**src/rtl/swtone_pkg.sv**
```systemverilog
// Package for the square-wave tone register device.
// Request and response payload types, bus function codes and register indexes.
// No dependencies.
package swtone_pkg;

   localparam logic [1:0] FUNC_IDLE  = 2'd0;
   localparam logic [1:0] FUNC_WRITE = 2'd1;
   localparam logic [1:0] FUNC_READ  = 2'd2;
   localparam logic [1:0] FUNC_TICK  = 2'd3;

   localparam logic [4:0] REG_CTRL     = 5'd0;
   localparam logic [4:0] REG_PERIOD_L = 5'd1;
   localparam logic [4:0] REG_PERIOD_H = 5'd2;

   localparam int PERIOD_W  = 11;
   localparam int DIV_STEPS = PERIOD_W + 1;

   typedef struct packed {
      logic [1:0] func;
      logic [4:0] reg_addr;
      logic [7:0] write_data;
   } req_type;

   typedef struct packed {
      logic [7:0]  read_data;
      logic        drives_bus;
      logic        tone_level;
      logic [31:0] edge_count;
      logic [31:0] high_count;
   } rsp_type;

endpackage

```
**src/rtl/square_wave_tone_register_device_core.sv**
```systemverilog
// Square-wave tone generator, byte-wide register file in a synchronous RAM; uses swtone_pkg.
// Sequence: idle and write requests go straight to ST_OUT, a read passes through ST_READ,
// a sample tick through ST_T1 to ST_T3 (three RAM reads), a 12-step restoring remainder in
// ST_DIV, and ST_UPD. The next request is taken once the result is parked in the response
// register. Reset clears all entry valid bits (unwritten registers read as zero), the phase,
// the tone level and both tallies, with no sweep.
module square_wave_tone_register_device_core #(
   parameter int NUM_REGS = 32
) (
   input  logic                clock,
   input  logic                reset,
   input  logic                req_valid,
   output logic                req_stall,
   input  swtone_pkg::req_type req_payload,
   output logic                rsp_valid,
   input  logic                rsp_stall,
   output swtone_pkg::rsp_type rsp_payload
);

   localparam int AW = (NUM_REGS > 1) ? $clog2(NUM_REGS) : 1;
   localparam int PW = swtone_pkg::PERIOD_W;
   localparam int CW = $clog2(swtone_pkg::DIV_STEPS + 1);

   localparam logic [2:0] ST_IDLE = 3'd0;
   localparam logic [2:0] ST_READ = 3'd1;
   localparam logic [2:0] ST_T1   = 3'd2;
   localparam logic [2:0] ST_T2   = 3'd3;
   localparam logic [2:0] ST_T3   = 3'd4;
   localparam logic [2:0] ST_DIV  = 3'd5;
   localparam logic [2:0] ST_UPD  = 3'd6;
   localparam logic [2:0] ST_OUT  = 3'd7;

   logic [7:0] mem [NUM_REGS];
   logic [7:0] mem_rdata_ff;
   logic       mem_rvalid_ff;
   logic       mem_we;
   logic [AW-1:0] mem_waddr;
   logic [AW-1:0] mem_raddr;

   logic [NUM_REGS-1:0] valid_ff, valid_in;
   logic [2:0]  state_ff, state_in;
   logic [PW-1:0] phase_ff, phase_in;
   logic        level_ff, level_in;
   logic [31:0] edge_ff, edge_in;
   logic [31:0] high_ff, high_in;
   logic        en_ff, en_in;
   logic [3:0]  vol_ff, vol_in;
   logic [7:0]  plo_ff, plo_in;
   logic [PW-1:0] period_ff, period_in;
   logic        run_ff, run_in;
   logic [PW:0] num_ff, num_in;
   logic [PW:0] rem_ff, rem_in;
   logic [CW-1:0] cnt_ff, cnt_in;
   logic [7:0]  byte_ff, byte_in;
   logic        drive_ff, drive_in;
   logic        in_range_ff, in_range_in;
   logic        rsp_valid_ff, rsp_valid_in;
   swtone_pkg::rsp_type rsp_ff, rsp_in;

   logic          req_ok;
   logic          addr_ok;
   logic [AW-1:0] addr_idx;
   logic [7:0]    rd_byte;
   logic [PW-1:0] period_new;
   logic [PW:0]   rem_sh;
   logic          new_level;

   assign req_stall   = (state_ff != ST_IDLE);
   assign req_ok      = req_valid && (state_ff == ST_IDLE);
   assign addr_ok     = {1'b0, req_payload.reg_addr} < 6'(NUM_REGS);
   assign addr_idx    = addr_ok ? req_payload.reg_addr[AW-1:0] : '0;
   assign rd_byte     = mem_rvalid_ff ? mem_rdata_ff : 8'd0;
   assign period_new  = {rd_byte[2:0], plo_ff};
   assign rem_sh      = {rem_ff[PW-1:0], num_ff[PW]};
   assign new_level   = run_ff && (rem_ff[PW-1:0] < {1'b0, period_ff[PW-1:1]})
                        && (vol_ff != 4'd0);
   assign rsp_valid   = rsp_valid_ff;
   assign rsp_payload = rsp_ff;

   always_comb begin
      mem_we      = 1'b0;
      mem_waddr   = addr_idx;
      mem_raddr   = '0;
      valid_in    = valid_ff;
      state_in    = state_ff;
      phase_in    = phase_ff;
      level_in    = level_ff;
      edge_in     = edge_ff;
      high_in     = high_ff;
      en_in       = en_ff;
      vol_in      = vol_ff;
      plo_in      = plo_ff;
      period_in   = period_ff;
      run_in      = run_ff;
      num_in      = num_ff;
      rem_in      = rem_ff;
      cnt_in      = cnt_ff;
      byte_in     = byte_ff;
      drive_in    = drive_ff;
      in_range_in = in_range_ff;
      rsp_in      = rsp_ff;
      rsp_valid_in = rsp_valid_ff && rsp_stall;
      case (state_ff)
         ST_IDLE: begin
            if (req_ok) begin
               byte_in     = 8'd0;
               drive_in    = 1'b0;
               in_range_in = addr_ok;
               mem_raddr   = addr_idx;
               case (req_payload.func)
                  swtone_pkg::FUNC_WRITE: begin
                     mem_we = addr_ok;
                     if (addr_ok) begin
                        valid_in[addr_idx] = 1'b1;
                     end
                     state_in = ST_OUT;
                  end
                  swtone_pkg::FUNC_READ: begin
                     state_in = ST_READ;
                  end
                  swtone_pkg::FUNC_TICK: begin
                     mem_raddr = AW'(swtone_pkg::REG_CTRL);
                     state_in  = ST_T1;
                  end
                  default: begin
                     state_in = ST_OUT;
                  end
               endcase
            end
         end
         ST_READ: begin
            byte_in  = in_range_ff ? rd_byte : 8'd0;
            drive_in = 1'b1;
            state_in = ST_OUT;
         end
         ST_T1: begin
            en_in     = rd_byte[0];
            vol_in    = rd_byte[7:4];
            mem_raddr = AW'(swtone_pkg::REG_PERIOD_L);
            state_in  = ST_T2;
         end
         ST_T2: begin
            plo_in    = rd_byte;
            mem_raddr = AW'(swtone_pkg::REG_PERIOD_H);
            state_in  = ST_T3;
         end
         ST_T3: begin
            period_in = period_new;
            run_in    = en_ff && (period_new > PW'(1));
            num_in    = {1'b0, phase_ff} + (PW+1)'(1);
            rem_in    = '0;
            cnt_in    = CW'(swtone_pkg::DIV_STEPS);
            state_in  = (en_ff && (period_new > PW'(1))) ? ST_DIV : ST_UPD;
         end
         ST_DIV: begin
            num_in = {num_ff[PW-1:0], 1'b0};
            rem_in = (rem_sh >= {1'b0, period_ff}) ? (rem_sh - {1'b0, period_ff}) : rem_sh;
            cnt_in = cnt_ff - CW'(1);
            if (cnt_ff == CW'(1)) begin
               state_in = ST_UPD;
            end
         end
         ST_UPD: begin
            phase_in = run_ff ? rem_ff[PW-1:0] : '0;
            edge_in  = edge_ff + {31'd0, (new_level != level_ff)};
            high_in  = high_ff + {31'd0, new_level};
            level_in = new_level;
            state_in = ST_OUT;
         end
         ST_OUT: begin
            if (!rsp_valid_ff || !rsp_stall) begin
               rsp_in.read_data  = byte_ff;
               rsp_in.drives_bus = drive_ff;
               rsp_in.tone_level = level_ff;
               rsp_in.edge_count = edge_ff;
               rsp_in.high_count = high_ff;
               rsp_valid_in      = 1'b1;
               state_in          = ST_IDLE;
            end
         end
         default: begin
            state_in = ST_IDLE;
         end
      endcase
   end

   // register file RAM, one write and one registered read per cycle
   always_ff @(posedge clock) begin
      if (mem_we) begin
         mem[mem_waddr] <= req_payload.write_data;
      end
      mem_rdata_ff <= mem[mem_raddr];
   end

   always_ff @(posedge clock) begin
      if (reset) begin
         state_ff      <= ST_IDLE;
         valid_ff      <= '0;
         mem_rvalid_ff <= 1'b0;
         phase_ff      <= '0;
         level_ff      <= 1'b0;
         edge_ff       <= '0;
         high_ff       <= '0;
         rsp_valid_ff  <= 1'b0;
      end else begin
         state_ff      <= state_in;
         valid_ff      <= valid_in;
         mem_rvalid_ff <= valid_ff[mem_raddr];
         phase_ff      <= phase_in;
         level_ff      <= level_in;
         edge_ff       <= edge_in;
         high_ff       <= high_in;
         rsp_valid_ff  <= rsp_valid_in;
      end
   end

   always_ff @(posedge clock) begin
      en_ff       <= en_in;
      vol_ff      <= vol_in;
      plo_ff      <= plo_in;
      period_ff   <= period_in;
      run_ff      <= run_in;
      num_ff      <= num_in;
      rem_ff      <= rem_in;
      cnt_ff      <= cnt_in;
      byte_ff     <= byte_in;
      drive_ff    <= drive_in;
      in_range_ff <= in_range_in;
      rsp_ff      <= rsp_in;
   end

endmodule
```
**config.mk**
```make
export PLATFORM = sky130hd
export DESIGN_NAME = square_wave_tone_register_device_core
export DESIGN_NICKNAME = d
export VERILOG_FILES = /design/src/rtl/swtone_pkg.sv /design/src/rtl/square_wave_tone_register_device_core.sv
export SDC_FILE = /design/constraint.sdc
export NUM_CORES = 1
export LEC_CHECK = 0
export ABC_CLOCK_PERIOD_IN_PS = 6980
export BUFFER_PORTS_ARGS = -buffer_cell sky130_fd_sc_hd__buf_4
export CORE_ASPECT_RATIO = 1.4
export CORE_MARGIN = 2
export CORE_UTILIZATION = 51
export DETAILED_ROUTE_END_ITERATION = 12
export GPL_TIMING_DRIVEN = 0
export PLACE_DENSITY = 0.68
export SETUP_SLACK_MARGIN = 0.5
export SYNTH_ARGS = -nofsm -noshare
export SYNTH_HDL_FRONTEND = slang
export SYNTH_SLANG_ARGS = --single-unit
```
**constraint.sdc**
```tcl
create_clock -name clock -period 6.98 [get_ports clock]
set_clock_uncertainty 0.1 [all_clocks]
set_input_delay 1.396 -clock clock [delete_from_list [all_inputs] [get_ports clock]]
set_output_delay 1.396 -clock clock [all_outputs]
set_load 0.02 [all_outputs]
```
# After elaboration in Yosys (flattened, before gate mapping)
# Memory sizes are Yosys's and may differ from the RTL's. A register that Yosys moved wholly into a read port is not among the register bits.
# Cells that the tools add are included.
[word_totals]
in_bits = 19
ff_bits = 248
wordCells = 100
ramBits = 256
n_memories = 1
[memory_table]
columns = ["memory", "words", "width", "read_ports", "rd_ports_with_merged_regs", "wr", "line_no", "text"]
rows = [
  ["mem", 32, 8, 1, 1, 1, "square_wave_tone_register_device_core.sv:33", "logic [7:0] mem [NUM_REGS];"],
]
[op_classes]
order_cmp = 6
n_addsub = 5
eq_ne = 15
reduce_logical = 19
n_bitwise = 1
n_mux = 30
[ops]
columns = ["op", "n"]
rows = [
  ["adder 32 x 1 -> 32 bit", 2],
  ["OR 32 bit", 1],
  ["case mux 12 bit (2 select lines)", 1],
  ["2-to-1 mux 11 bit", 2],
  ["case mux 11 bit (2 select lines)", 1],
  ["case mux 3 bit (7 select lines)", 1],
  ["2-to-1 mux 8 bit", 2],
  ["case mux 8 bit (2 select lines)", 1],
  ["case mux 5 bit (3 select lines)", 1],
  ["adder 11 x 1 -> 12 bit (second input constant)", 1],
  ["equality test 3 bit (second input constant)", 4],
  [">= comparator 12 x 11 -> 1 bit", 1],
  ["< comparator 5 x 6 -> 1 bit (second input constant)", 2],
  ["greater-than comparator 11 x 1 -> 1 bit (second input constant)", 1],
  ["< comparator 11 x 10 -> 1 bit", 1],
  ["subtractor 11 bit", 1],
  ["2-to-1 mux 1 bit", 10],
  ["2-to-1 mux 5 bit", 2],
  ["2-to-1 mux 3 bit", 3],
  ["case mux 4 bit (2 select lines)", 1],
  ["equality test 3 x 2 -> 1 bit (second input constant)", 2],
  ["logical AND 1 bit", 6],
  ["inequality test 2 bit (second input constant)", 3],
  ["case mux 3 bit (2 select lines)", 1],
  ["other kinds (20)", 25],
]

# Logic depth before layout (Yosys ltp)
# Gate-level depths: netlist of the first run.
[depth]
word_depth = 6
mapped_depth = 17

# Worst setup path before layout of the first run
# OpenSTA, ideal clock, no wires.
[synth_path]
path_kind = "input -> register"
startpoint = "in rsp_stall"
endpoint = "reg rsp_ff (netlist bit rsp_payload[0]) (enable)"
t_arrival_ns = 4.908
required_ns = 6.349
n_path_buf = 0
stages = 1
slack_ns = 1.441
cell_sequence = "a21oi_1"
[synth_via]
elab_chain_cells = 3
[synth_rtl]
columns = ["element", "line_no", "text"]
rows = [
  ["start, declared", "square_wave_tone_register_device_core.sv:16", "input logic rsp_stall,"],
  ["logical NOT 1 bit", "square_wave_tone_register_device_core.sv:171", "if (!rsp_valid_ff || !rsp_stall) begin"],
  ["logical OR 1 bit", "square_wave_tone_register_device_core.sv:171", ""],
  ["AND reduction 2 bit (no source line)", "--", ""],
  ["end signal, assigned", "square_wave_tone_register_device_core.sv:229", "rsp_ff <= rsp_in;"],
  ["end, declared", "square_wave_tone_register_device_core.sv:58", "swtone_pkg::rsp_type rsp_ff, rsp_in;"],
]
# No other way between the ends.
# A chain may end at the register's enable or synchronous reset.

# Final worst setup path of the first run
[layout_path]
startpoint = "reg rem_ff[7]"
endpoint = "reg high_ff[28]"
[layout_via]
elab_chain_cells = 4
[layout_rtl]
columns = ["element", "line_no", "text"]
rows = [
  ["start, declared", "square_wave_tone_register_device_core.sv:52", "logic [PW:0] rem_ff, rem_in;"],
  ["start signal, assigned", "square_wave_tone_register_device_core.sv:224", "rem_ff <= rem_in;"],
  ["< comparator 11 x 10 -> 1 bit", "square_wave_tone_register_device_core.sv:75", "assign new_level = run_ff && (rem_ff[PW-1:0] < {1'b0, period_ff[PW-1:1]})"],
  ["logical AND 1 bit", "square_wave_tone_register_device_core.sv:75", ""],
  ["logical AND 1 bit", "square_wave_tone_register_device_core.sv:76", "&& (vol_ff != 4'd0);"],
  ["via new_level", "square_wave_tone_register_device_core.sv:66", "logic new_level;"],
  ["adder 32 x 1 -> 32 bit", "square_wave_tone_register_device_core.sv:166", "high_in = high_ff + {31'd0, new_level};"],
  ["end signal, assigned", "square_wave_tone_register_device_core.sv:212", "high_ff <= high_in;"],
  ["end, declared", "square_wave_tone_register_device_core.sv:45", "logic [31:0] high_ff, high_in;"],
]
# The timed path passes the listed nets, and every way through them passes these cells.

==> summary.txt, run 1 <==
Outcome
  • Status: finished clean

Power
  • Pwr dens: 329 nW/um^2
  • Leakage: 8.36 nW
  • Worst IR Drop VDD: 0.000165 V
  • Reg power frac: 46.6%
  • Clock power share: 32.2%
  • Switch share: 29.2%
  • Share of power burned in combinational logic: 21.2%
  • P_sw: 2.25 mW
  • Int Pwr: 5.47 mW

Synth
  • Predominant post-synthesis flop cell: edfxtp_1
  • Synthesized cell area: 20600 sq um
  • Mapped Cells: 1699
  • Syn_area_per_cell: 12.1 sq um
  • EDFF count, synth: 391
  • Seq/Total Area, Yosys: 68.8%
  • Share of the synthesized area in the top cell type: 57.0%
  • Synthesized flop and latch total: 512
  • Synth area leaders: edfxtp_1 57%, dfxtp_1 12%, nand2_1 6.0%
  • Ys Warns: 0
  • Yosys top cell by area: edfxtp_1
  • Post-Syn Nets: 1739
  • Distinct cell type count after synthesis: 68
  • Post-synth ARST share: 0%

Global route
  • Total track usage: 23.6%
  • Initial antenna violation count: 1
  • Grt ovf: 0
  • First-pass GRT wire length: 76.1 mm
  • Vias in the first global route: 13300
  • Largest net degree at the start of global routing: 33

Job
  • Max Cap Viol: 0

Cells and area
  • Fin cells: 2413
  • Diodes inserted: 0
  • Commonest non-fill, non-tap cell in the layout: edfxtp_1
  • Area delta synth->final: 14.1%
  • Post-Layout Inst Area: 23500 sq um
  • Post-layout net count: 1882
  • Share of cells above drive strength 1: 12.4%
  • Commonest cells after routing, fill and taps aside: 391 x edfxtp_1, 329 x nand2_1, 181 x nor2_1
  • Final core occ: 58.7%

Routing
  • First-pass DRT Iterations: 5
  • WL/cell: 20.5 microns
  • Vias: 13500
  • DR iter-0 viols: 1164
  • Residual DRC: 0
  • Routed vias/inst: 5.59
  • Antenna viol nets, final: 0
  • Detailed-route wire length: 49.5 mm

Worst setup path
  • RR Endpoint: high_ff[28]$_SDFFE_PP0N_
  • Maximum fanout along the worst path: 5
  • Worst R2R Path Depth: 16
  • Slowest stage delay, CP: 0.45 ns
  • CP max stage cell: a211oi_1
  • Crit Path Category: reg2reg
  • CP most frequent cell: ha_1
  • Register-to-register setup slack: 2.61 ns
  • Worst R2R Start: rem_ff[7]$_SDFFCE_PN0P_
  • Critical path arrival: 4.72 ns
  • Setup crit start kind: flop
  • Worst setup EP type: flop
  • CP required: 7.33 ns
  • CP Cell Sequence: ha_1 > a21o_1 > a21oi_1 > o21ai_0 > a211oi_1 > o2111ai_1 > inv_1 > ha_1 > ha_1 > nand2_1 > nor3_4 > nand3_2 > or3_4 > nor2_1 > nand3_1 > mux2_1
  • Crit path launch: rem_ff[7]$_SDFFCE_PN0P_

Clocking
  • CTS Buf Count: 45
  • Clock Tree Root: clkbuf_16
  • Clk sink count: 512
  • CTS H-tree lvls: 2
  • CTS tree: done
  • Post-CTS Setup Inserts: 0
  • CTS Hold Bufs: 0
  • Cts repair resizes: 0
  • Clock slew at reported path FFs: 0.06 ns
  • Clock latency on the worst-skew pair: 0.57 ns
  • Clk buf depth: 3

STA
  • Slew HR: 3.69%
  • Hold Slack: 0.320 ns
  • Final period util: 62.6%
  • Final Max Tran Viols: 0
  • Slew @ Worst Pin: 1.44 ns
  • RSZ-0062 raised after global routing: false
  • Min Tclk post-route: 4.37 ns
  • Setup Viol. Count Final: 0
  • Endpoints failing hold: 0
  • Setup TNS: 0 ns
  • Achievable frequency: 0.229 GHz

Floorplanning
  • Ports: 95
  • Initial Util: 51.4%
  • Die W: 174 microns
  • Core Area: 40100 sq um
  • Die area: 42000 sq um
  • Row count: 87
  • Die Ht: 242 microns

Placed design
  • Port Buf Inserts: 93
  • Placed Area: 22000 sq um
  • Placed cell count: 2329
  • Placer Congestion: 0.905
  • Post-DP HPWL: 34.8 mm

Worst hold path
  • Worst Hold Class: reg2reg
  • Hold path depth: 0
  • Hold path startpoint: byte_ff[6]$_SDFFCE_PN0P_
  • Hold path endpoint: rsp_payload[72]$_DFFE_PP_
==> synth_stat cells (4+ instances only) <==
cell        n
a211oi_1   10
a21o_1      7
a21oi_1    50
a31o_2      4
a31oi_1    29
and2_1     17
and3_1     37
buf_1       6
buf_2      28
buf_4       7
clkbuf_1   36
dfxtp_1   121
edfxtp_1  391
ha_1       20
inv_1      25
mux2i_1    35
nand2_1   329
nand2b_1    4
nand3_1   119
nand4_1    24
nor2_1    181
nor2b_1     9
nor3_1     12
o21ai_0    31
o21ba_2     8
o22ai_1    10
or3_1       9
or4_1       4
xnor2_1    33
xor2_1     39
==> kinds of logic (layout without fill, tap and decap cells) <==
logic type               count (synthesis)  in the layout  synth area share [%]
AO/OA/AOI/OAI                          182            182                  5.89
flip-flops                             512            512                  68.8
AND/OR/NAND/NOR                        771            771                  16.9
adder cells (fa/ha/maj)                 21             21                  1.31
XOR/XNOR                                72             72                  3.06
multiplexers                            38             38                  1.86
buffers and inverters                  103            283                  2.21
==> power groups by stage <==
stage                     clock [mW]  sequential, mW  combinational [mW]
after floorplan                    0            3.67                1.05
after CTS                       2.52            3.60                1.63
after detailed placement           0            3.66                1.62
final                           2.49            3.60                1.64
after global placement             0            3.67                1.58
after global routing            2.64            3.62                1.77
==> layout make-up <==
class                      count  area [sq um]
clock inverter                21           205
buffer                        78           362
clock buffer                  63          1270
multi-input combinational   1084          6000
inverter                      25          93.8
sequential                   512         14200
timing repair buffer          96           753
fill                        3261         16600
tap                          534           668
==> sequential cells by signal (all words and copies together) (netlist names), 3 cells and up <==
signal / cells
vol_ff: 4
valid_ff: 32
state_ff: 3
period_ff: 11
phase_ff: 11
high_ff: 32
mem: 256
num_ff: 12
byte_ff: 8
rem_ff: 11
plo_ff: 8
mem_rdata_ff: 8
rsp_payload: 74
edge_ff: 32
cnt_ff: 4
==> how the worst max path moves through the flow <==
stage                     depth (start not counted)                        end  slack [ns]
after floorplan                                   1   rsp_payload[0]$_DFFE_PP_        1.44
after global placement                            2  rsp_payload[58]$_DFFE_PP_        0.17
after detailed placement                         16   high_ff[28]$_SDFFE_PP0N_        2.65
after CTS                                        16   high_ff[28]$_SDFFE_PP0N_        2.64
after global routing                             16   high_ff[28]$_SDFFE_PP0N_        2.25
final                                            16   high_ff[28]$_SDFFE_PP0N_        2.61
==> critical path, delay by kind of cell, from the launching register on <==
| kind | cells | cell delay (ns) |
|---|---|---|
| adder cells (fa/ha/maj) | 3 | 0.72 |
| AND/OR/NAND/NOR | 6 | 1.24 |
| flip-flops | 1 | 0.43 |
| multiplexers | 1 | 0.31 |
| buffers and inverters | 1 | 0.17 |
| AO/OA/AOI/OAI | 5 | 1.30 |
==> routing by layer <==
layer | global-route usage, % | routed length [microns]
met1 | 27.3 | 18200
met2 | 41.7 | 25100
met3 | 3.35 | 3010
met4 | 13.7 | 3100
met5 | 0 | 11
==> through the flow <==
stage          power (mW)  setup WS, ns
3_5_place_dp         5.29          2.65
3_3_place_gp         5.25         0.166
5_1_grt              8.03          2.25
6_report             7.72          2.61
4_1_cts              7.75          2.64
2_1_floorplan        4.72          1.44
No activity file was read; power rests on OpenSTA's default activity.
==> run 2: changes to the inputs <==
--- a/config.mk
+++ b/config.mk
@@ -5,14 +5,15 @@
 export SDC_FILE = /design/constraint.sdc
 export NUM_CORES = 1
 export LEC_CHECK = 0
-export ABC_CLOCK_PERIOD_IN_PS = 6980
+export ABC_AREA = 1
+export ABC_CLOCK_PERIOD_IN_PS = 4000
 export BUFFER_PORTS_ARGS = -buffer_cell sky130_fd_sc_hd__buf_4
 export CORE_ASPECT_RATIO = 1.4
 export CORE_MARGIN = 2
 export CORE_UTILIZATION = 51
 export DETAILED_ROUTE_END_ITERATION = 12
 export GPL_TIMING_DRIVEN = 0
-export PLACE_DENSITY = 0.68
+export PLACE_DENSITY = 0.71
 export SETUP_SLACK_MARGIN = 0.5
 export SYNTH_ARGS = -nofsm -noshare
 export SYNTH_HDL_FRONTEND = slang
==> constraint.sdc (replaced) <==
create_clock -name clock -period 4 [get_ports clock]
set_clock_uncertainty 0.1 [all_clocks]
set_input_delay 0.8 -clock clock [delete_from_list [all_inputs] [get_ports clock]]
set_output_delay 0.8 -clock clock [all_outputs]
set_load 0.02 [all_outputs]
==> run 2 against run 1 <==
Final cell count grew 15%. Core utilization up 0.77 points. Cell area increased by 5.9%. Setup slack got worse by 2.0 ns. Highest routed layer is now met4.
==> summary.txt, run 2 <==
Routing
  • DR iter-0 viols: 1242
  • Residual DRC: 0
  • Vias: 15200
  • Detailed-route wire length: 53.8 mm
  • First-pass DRT Iterations: 6
  • Antenna viol nets, final: 0
  • Routed vias/inst: 5.45
  • WL/cell: 19.3 microns

Global route
  • First-pass GRT wire length: 82.0 mm
  • Total track usage: 24.6%
  • Grt ovf: 0
  • GR peak layer: met2
  • Initial antenna violation count: 0
  • Vias in the first global route: 14900
  • Met1 Resource Use GR: 28.2%
  • Largest net degree at the start of global routing: 34
  • Met3 GRT Util: 3.26%
  • Met2 Resource Use GR: 45.4%

Synth
  • Predominant post-synthesis flop cell: edfxtp_1
  • EDFF count, synth: 391
  • Synthesized cell area: 21500 sq um
  • Distinct cell type count after synthesis: 46
  • Post-synthesis xor/xnor area fraction: 1.55%
  • Seq/Total Area, Yosys: 65.9%
  • Largest family of logic cells by synthesized area: simple AND/OR/NAND/NOR gates
  • Synth Area in Adders: 1.26%
  • Share of the synthesized area in the top cell type: 54.6%
  • Synth area leaders: edfxtp_1 55%, dfxtp_1 11%, nand2_1 6.5%
  • Yosys top cell by area: edfxtp_1
  • Syn_area_per_cell: 10.5 sq um
  • Post-synth top cells: 391 x edfxtp_1, 370 x nand2_1, 245 x inv_1
  • Post-Syn Nets: 2078
  • Synthesized flop and latch total: 512
  • Count leader, synth: edfxtp_1
  • Synth Area in Simple Gates: 17.6%
  • Mux contribution to synthesized area: 0%
  • Ys Warns: 0
  • Post-synthesis compound-gate area fraction: 7.37%
  • Post-synth ARST share: 0%
  • Mapped Cells: 2038

STA
  • Final Max Tran Viols: 0
  • Endpoints failing hold: 0
  • Final worst slack: 0.603 ns
  • RSZ-0062 raised after global routing: false
  • Min Tclk post-route: 3.40 ns
  • Slew HR: 36.0%
  • Setup Viol. Count Final: 0
  • Hold Slack: 0.322 ns
  • Slew @ Worst Pin: 0.957 ns
  • Achievable frequency: 0.294 GHz
  • Final period util: 84.9%
  • Setup TNS: 0 ns

Worst setup path
  • Top cell family by delay on the critical path: simple AND/OR/NAND/NOR gates
  • Crit Path Category: reg2reg
  • CP required: 4.32 ns
  • Worst path bufs/invs: 2
  • CP most frequent cell: nor2_4
  • Slowest stage delay, CP: 0.45 ns
  • CP Cell Sequence: ha_4 > nand2_4 > nor3_4 > nand4_1 > a21oi_4 > nor2_2 > nand3_2 > xnor2_2 > ha_2 > buf_6 > nand3_4 > nor2_4 > nand2_2 > nor2_4 > nand2_2 > nor2_4 > nand3_4 > inv_2 > and3_1 > nor3_1
  • CP max stage cell: edfxtp_1
  • Setup crit start kind: flop
  • Critical path arrival: 3.72 ns
  • Worst setup EP type: flop
  • Maximum fanout along the worst path: 3

Placed design
  • Placer Congestion: 0.997
  • Port Buf Inserts: 93
  • Post-DP HPWL: 38.4 mm
  • Post-Place Worst Slack: 0.124 ns

Cells and area
  • Top reg by flops: mem
  • Commonest non-fill, non-tap cell in the layout: edfxtp_1
  • Layout fillers: 3489
  • Commonest cells after routing, fill and taps aside: 391 x edfxtp_1, 365 x nand2_1, 243 x inv_1
  • Max reg flops: 256
  • Area delta synth->final: 15.8%
  • Diodes inserted: 0
  • Post-layout net count: 2240
  • Share of cells above drive strength 1: 14.0%
  • Final core occ: 59.5%

Clocking
  • Clock slew at reported path FFs: 0.07 ns
  • CTS Buf Count: 47
  • Clock Tree Root: clkbuf_16
  • CTS tree: done
  • Clk sink count: 512
  • Clk buf depth: 3
  • Clock latency on the worst-skew pair: 0.57 ns
  • CTS H-tree lvls: 2
  • CTS Hold Bufs: 0

Job
  • Max Cap Viol: 0

Worst hold path
  • Worst Hold Class: reg2reg

Floorplanning
  • Die area: 43800 sq um
  • Die W: 178 microns
  • Core Area: 41900 sq um
  • Row count: 89
  • Die Ht: 247 microns
  • Ports: 95
  • Initial Util: 51.3%

Outcome
  • Status: finished clean

Power
  • Worst IR Drop VDD: 0.000388 V
  • Leakage: 9.35 nW
  • Pwr dens: 588 nW/um^2
run 2: cell count changes in the layout (fill, tap and decap cells not counted), sizes merged, moves of 23 or more:
cell and change:
a21oi +56, buf +28, nand3 +50, inv +226, mux2i -35, a31oi -26, o211ai +57, and3 -35
o21ai +57, nor2 +44, nand2 +46, nor3 +23
run 2: path summary, 6_finish.rpt:
kind / start / slack [ns] / cells after the start / to
max: rem_ff[8]$_SDFFCE_PN0P_ / 0.60 / 20 / edge_ff[27]$_SDFFE_PP0N_
min: byte_ff[4]$_SDFFCE_PN0P_ / 0.32 / 0 / rsp_payload[70]$_DFFE_PP_
max reg2reg: rem_ff[8]$_SDFFCE_PN0P_ / 0.60 / 20 / edge_ff[27]$_SDFFE_PP0N_
min reg2reg: byte_ff[4]$_SDFFCE_PN0P_ / 0.32 / 0 / rsp_payload[70]$_DFFE_PP_
run 2: cell families (layout without fill, tap and decap cells):
group / count (synthesis) / in the layout
simple gates: 857 / 857
flops: 512 / 512
buf+inv: 333 / 534
compound gates: 277 / 277
xor+xnor: 38 / 38
fa+ha+maj: 21 / 21
run 2: repair_timing:
| action | 4_1_cts | 5_1_grt |
|---|---|---|
| resized for setup | 17 | 36 |
| pin swaps | 8 | 22 |
| endpoints found under the setup margin | 18 | 26 |
| hold endpoints to repair | 0 | 0 |
| setup buffers | 8 | 9 |
run 2: cell type report:
class / count / area, sq um / share of cell area [%]
sequential: 512 / 14200 / 56.9
multi-input combinational: 1193 / 6260 / 25.2
clock buffer: 70 / 1390 / 5.57
inverter: 253 / 950 / 3.81
timing repair buffer: 113 / 885 / 3.55
tap: 546 / 683 / 2.74
buffer: 80 / 404 / 1.62
clock inverter: 18 / 159 / 0.638
run 2: power by group:
group	internal (mW)	switching, mW
logic	1.20	2.63
registers	6.16	0.172
clock network	2.54	1.93
run 2: routing by layer:
layer | part of all wire (%) | routed length, microns
met3 | 5.8 | 3140
met5 | 0 | 0
met4 | 4.6 | 2480
met1 | 37 | 20000
met2 | 52 | 28200
run 2: metrics by stage:
stage	power, mW	instance area (sq um)	instances
3_3_place_gp	10.0	22900	2677
5_1_grt	15.3	24900	2785
6_report	14.6	24900	2785
2_1_floorplan	8.78	21500	2038
3_5_place_dp	10.1	22900	2680
4_1_cts	14.6	24600	2776
==> run 3: changes to the inputs <==
--- a/config.mk
+++ b/config.mk
@@ -6,7 +6,7 @@
 export NUM_CORES = 1
 export LEC_CHECK = 0
 export ABC_AREA = 1
-export ABC_CLOCK_PERIOD_IN_PS = 4000
+export ABC_CLOCK_PERIOD_IN_PS = 2920
 export BUFFER_PORTS_ARGS = -buffer_cell sky130_fd_sc_hd__buf_4
 export CORE_ASPECT_RATIO = 1.4
 export CORE_MARGIN = 2
==> constraint.sdc (replaced) <==
create_clock -name clock -period 2.92 [get_ports clock]
set_clock_uncertainty 0.1 [all_clocks]
set_input_delay 0.584 -clock clock [delete_from_list [all_inputs] [get_ports clock]]
set_output_delay 0.584 -clock clock [all_outputs]
set_load 0.02 [all_outputs]
==> run 3 against run 2 <==
The flow now finishes with violations (setup timing). Sequential cell count unchanged. Hold slack lost 0.11 ns. Register-to-register slack got worse by 1.0 ns. Combinational power is 46% higher. Sequential power rose by 37%. Critical path type unchanged. Highest routed layer unchanged.
==> summary.txt, run 3 (synthesis results as in run 2) <==
Worst setup path
  • CP max stage cell: edfxtp_1
  • Crit Path Category: reg2reg
  • Register-to-register setup slack: -0.43 ns
  • Top cell family by delay on the critical path: simple AND/OR/NAND/NOR gates
  • Worst path bufs/invs: 1
  • Critical path arrival: 3.67 ns
  • CP required: 3.24 ns
  • Worst setup EP type: flop
  • Setup crit start kind: flop
  • Slowest stage delay, CP: 0.44 ns
  • CP Cell Sequence: ha_4 > nand2_4 > nor3_4 > nand4_1 > a21oi_2 > nor2_2 > nand3_4 > xnor2_2 > ha_2 > ha_4 > nand3_4 > nor2_4 > inv_4 > nor2_4 > nand2_2 > nor2_4 > nand2_2 > nor2_2 > xnor2_1 > nor2_1
  • CP most frequent cell: nor2_4
  • Maximum fanout along the worst path: 4

Outcome
  • Failing checks: setup timing
  • Status: finished, violations left

Clocking
  • Clk sink count: 512
  • Clock Tree Root: clkbuf_16
  • CTS Buf Count: 48
  • Clock slew at reported path FFs: 0.06 ns
  • Clock latency on the worst-skew pair: 0.57 ns
  • Clk buf depth: 3
  • CTS H-tree lvls: 2
  • CTS tree: done

Placed design
  • Port Buf Inserts: 93
  • Post-DP HPWL: 38.5 mm
  • Placed cell count: 2680
  • Placed Area: 23100 sq um
  • Placer Congestion: 1.07

Cells and area
  • Max reg flops: 256
  • Commonest non-fill, non-tap cell in the layout: edfxtp_1
  • Top reg by flops: mem
  • Area delta synth->final: 22.5%
  • Final core occ: 62.9%
  • Post-layout net count: 2302
  • Diodes inserted: 0
  • Commonest cells after routing, fill and taps aside: 391 x edfxtp_1, 352 x nand2_1, 237 x inv_1
  • Post-Layout Inst Area: 26300 sq um
  • Share of cells above drive strength 1: 21.1%
  • Fin cells: 2845

Power
  • Leakage: 9.90 nW
  • Worst IR Drop VDD: 0.000494 V
  • Power Total: 20.4 mW
  • Pwr dens: 775 nW/um^2

STA
  • Setup Viol. Count Final: 45
  • Final Max Tran Viols: 0
  • Slew HR: 36.5%
  • Min Tclk post-route: 3.35 ns
  • RSZ-0062 raised after global routing: true
  • Hold Slack: 0.209 ns
  • Achievable frequency: 0.299 GHz
  • Endpoints failing hold: 0
  • Slew @ Worst Pin: 0.952 ns
  • Final period util: 115%
  • Final worst slack: -0.430 ns

Routing
  • Antenna viol nets, final: 0
  • First-pass DRT Iterations: 5
  • Vias: 15600
  • WL/cell: 19.7 microns
  • Residual DRC: 0
  • Detailed-route wire length: 56.1 mm
  • Routed vias/inst: 5.48
  • DR iter-0 viols: 1304

Global route
  • Total track usage: 25.4%
  • Largest net degree at the start of global routing: 34
  • First-pass GRT wire length: 84.2 mm
  • Grt ovf: 0
  • Vias in the first global route: 15100
  • Initial antenna violation count: 0

Job
  • Max Cap Viol: 0

Floorplanning
  • Core Area: 41900 sq um
  • Die W: 178 microns
  • Die area: 43800 sq um
  • Initial Util: 51.3%
  • Ports: 95
  • Die Ht: 247 microns
  • Row count: 89

Worst hold path
  • Worst Hold Class: in2reg
[run 3: layout make-up]
| cell class | instances | area [sq um] |
|---|---|---|
| plain buffers | 80 | 447 |
| clock buffers | 70 | 1390 |
| clock inverters | 17 | 158 |
| fillers | 3232 | 15500 |
| inverters | 253 | 962 |
| multi-input cells | 1195 | 6990 |
| flip-flops and latches | 512 | 14200 |
| well taps | 546 | 683 |
| repair buffers | 172 | 1540 |
[run 3: repair_timing]
action | CTS | global route
setup buffers | 48 | 28
hold buffers | 0 | 0
resized for setup | 167 | 73
gates cloned | 2 | 0
endpoints found under the hold margin | 0 | 0
setup endpoints to repair | 368 | 359
pin swaps | 50 | 48
[run 3: metal layers]
| metal | vias to the layer above | global-route usage (%) | share of wire [%] |
|---|---|---|---|
| li1 | 7381 | - | - |
| met1 | 7438 | 29.3 | 37 |
| met2 | 602 | 45.5 | 51 |
| met4 | 0 | 14.2 | 6.1 |
| met5 | - | 0 | 0 |
| met3 | 176 | 3.09 | 5.9 |
[run 3: power by group]
part / switching [mW] / internal, mW / leakage (nW) / total, mW
combinational: 3.70 / 1.88 / 4.66 / 5.58
sequential: 0.247 / 8.44 / 4.49 / 8.69
clock: 2.58 / 3.54 / 0.754 / 6.13
[run 3: path summary, 6_finish.rpt]
| kind | start | to | cells past startpoint |
|---|---|---|---|
| max | rem_ff[7]$_SDFFCE_PN0P_ | edge_ff[30]$_SDFFE_PP0N_ | 20 |
| min | rsp_stall | rsp_valid$_SDFF_PP0_ | 3 |
| max reg2reg | rem_ff[7]$_SDFFCE_PN0P_ | edge_ff[30]$_SDFFE_PP0N_ | 20 |
| min reg2reg | byte_ff[7]$_SDFFCE_PN0P_ | rsp_payload[73]$_DFFE_PP_ | 0 |
[run 3: metrics by stage]
step / setup WS (ns) / setup TNS (ns)
global route: -0.600 / -18.44
finish: -0.430 / -10.55
detailed placement: -0.597 / -8.66
floorplan: 0.0840 / 0
global placement: -0.531 / -7.93
CTS: -0.423 / -8.25
[run 3: tightest hold or removal path, delay by kind of cell]
family | cells | cell delay, ns
AO/OA/AOI/OAI | 1 | 0.05
buffers and inverters | 1 | 0.13
AND/OR/NAND/NOR | 1 | 0.05
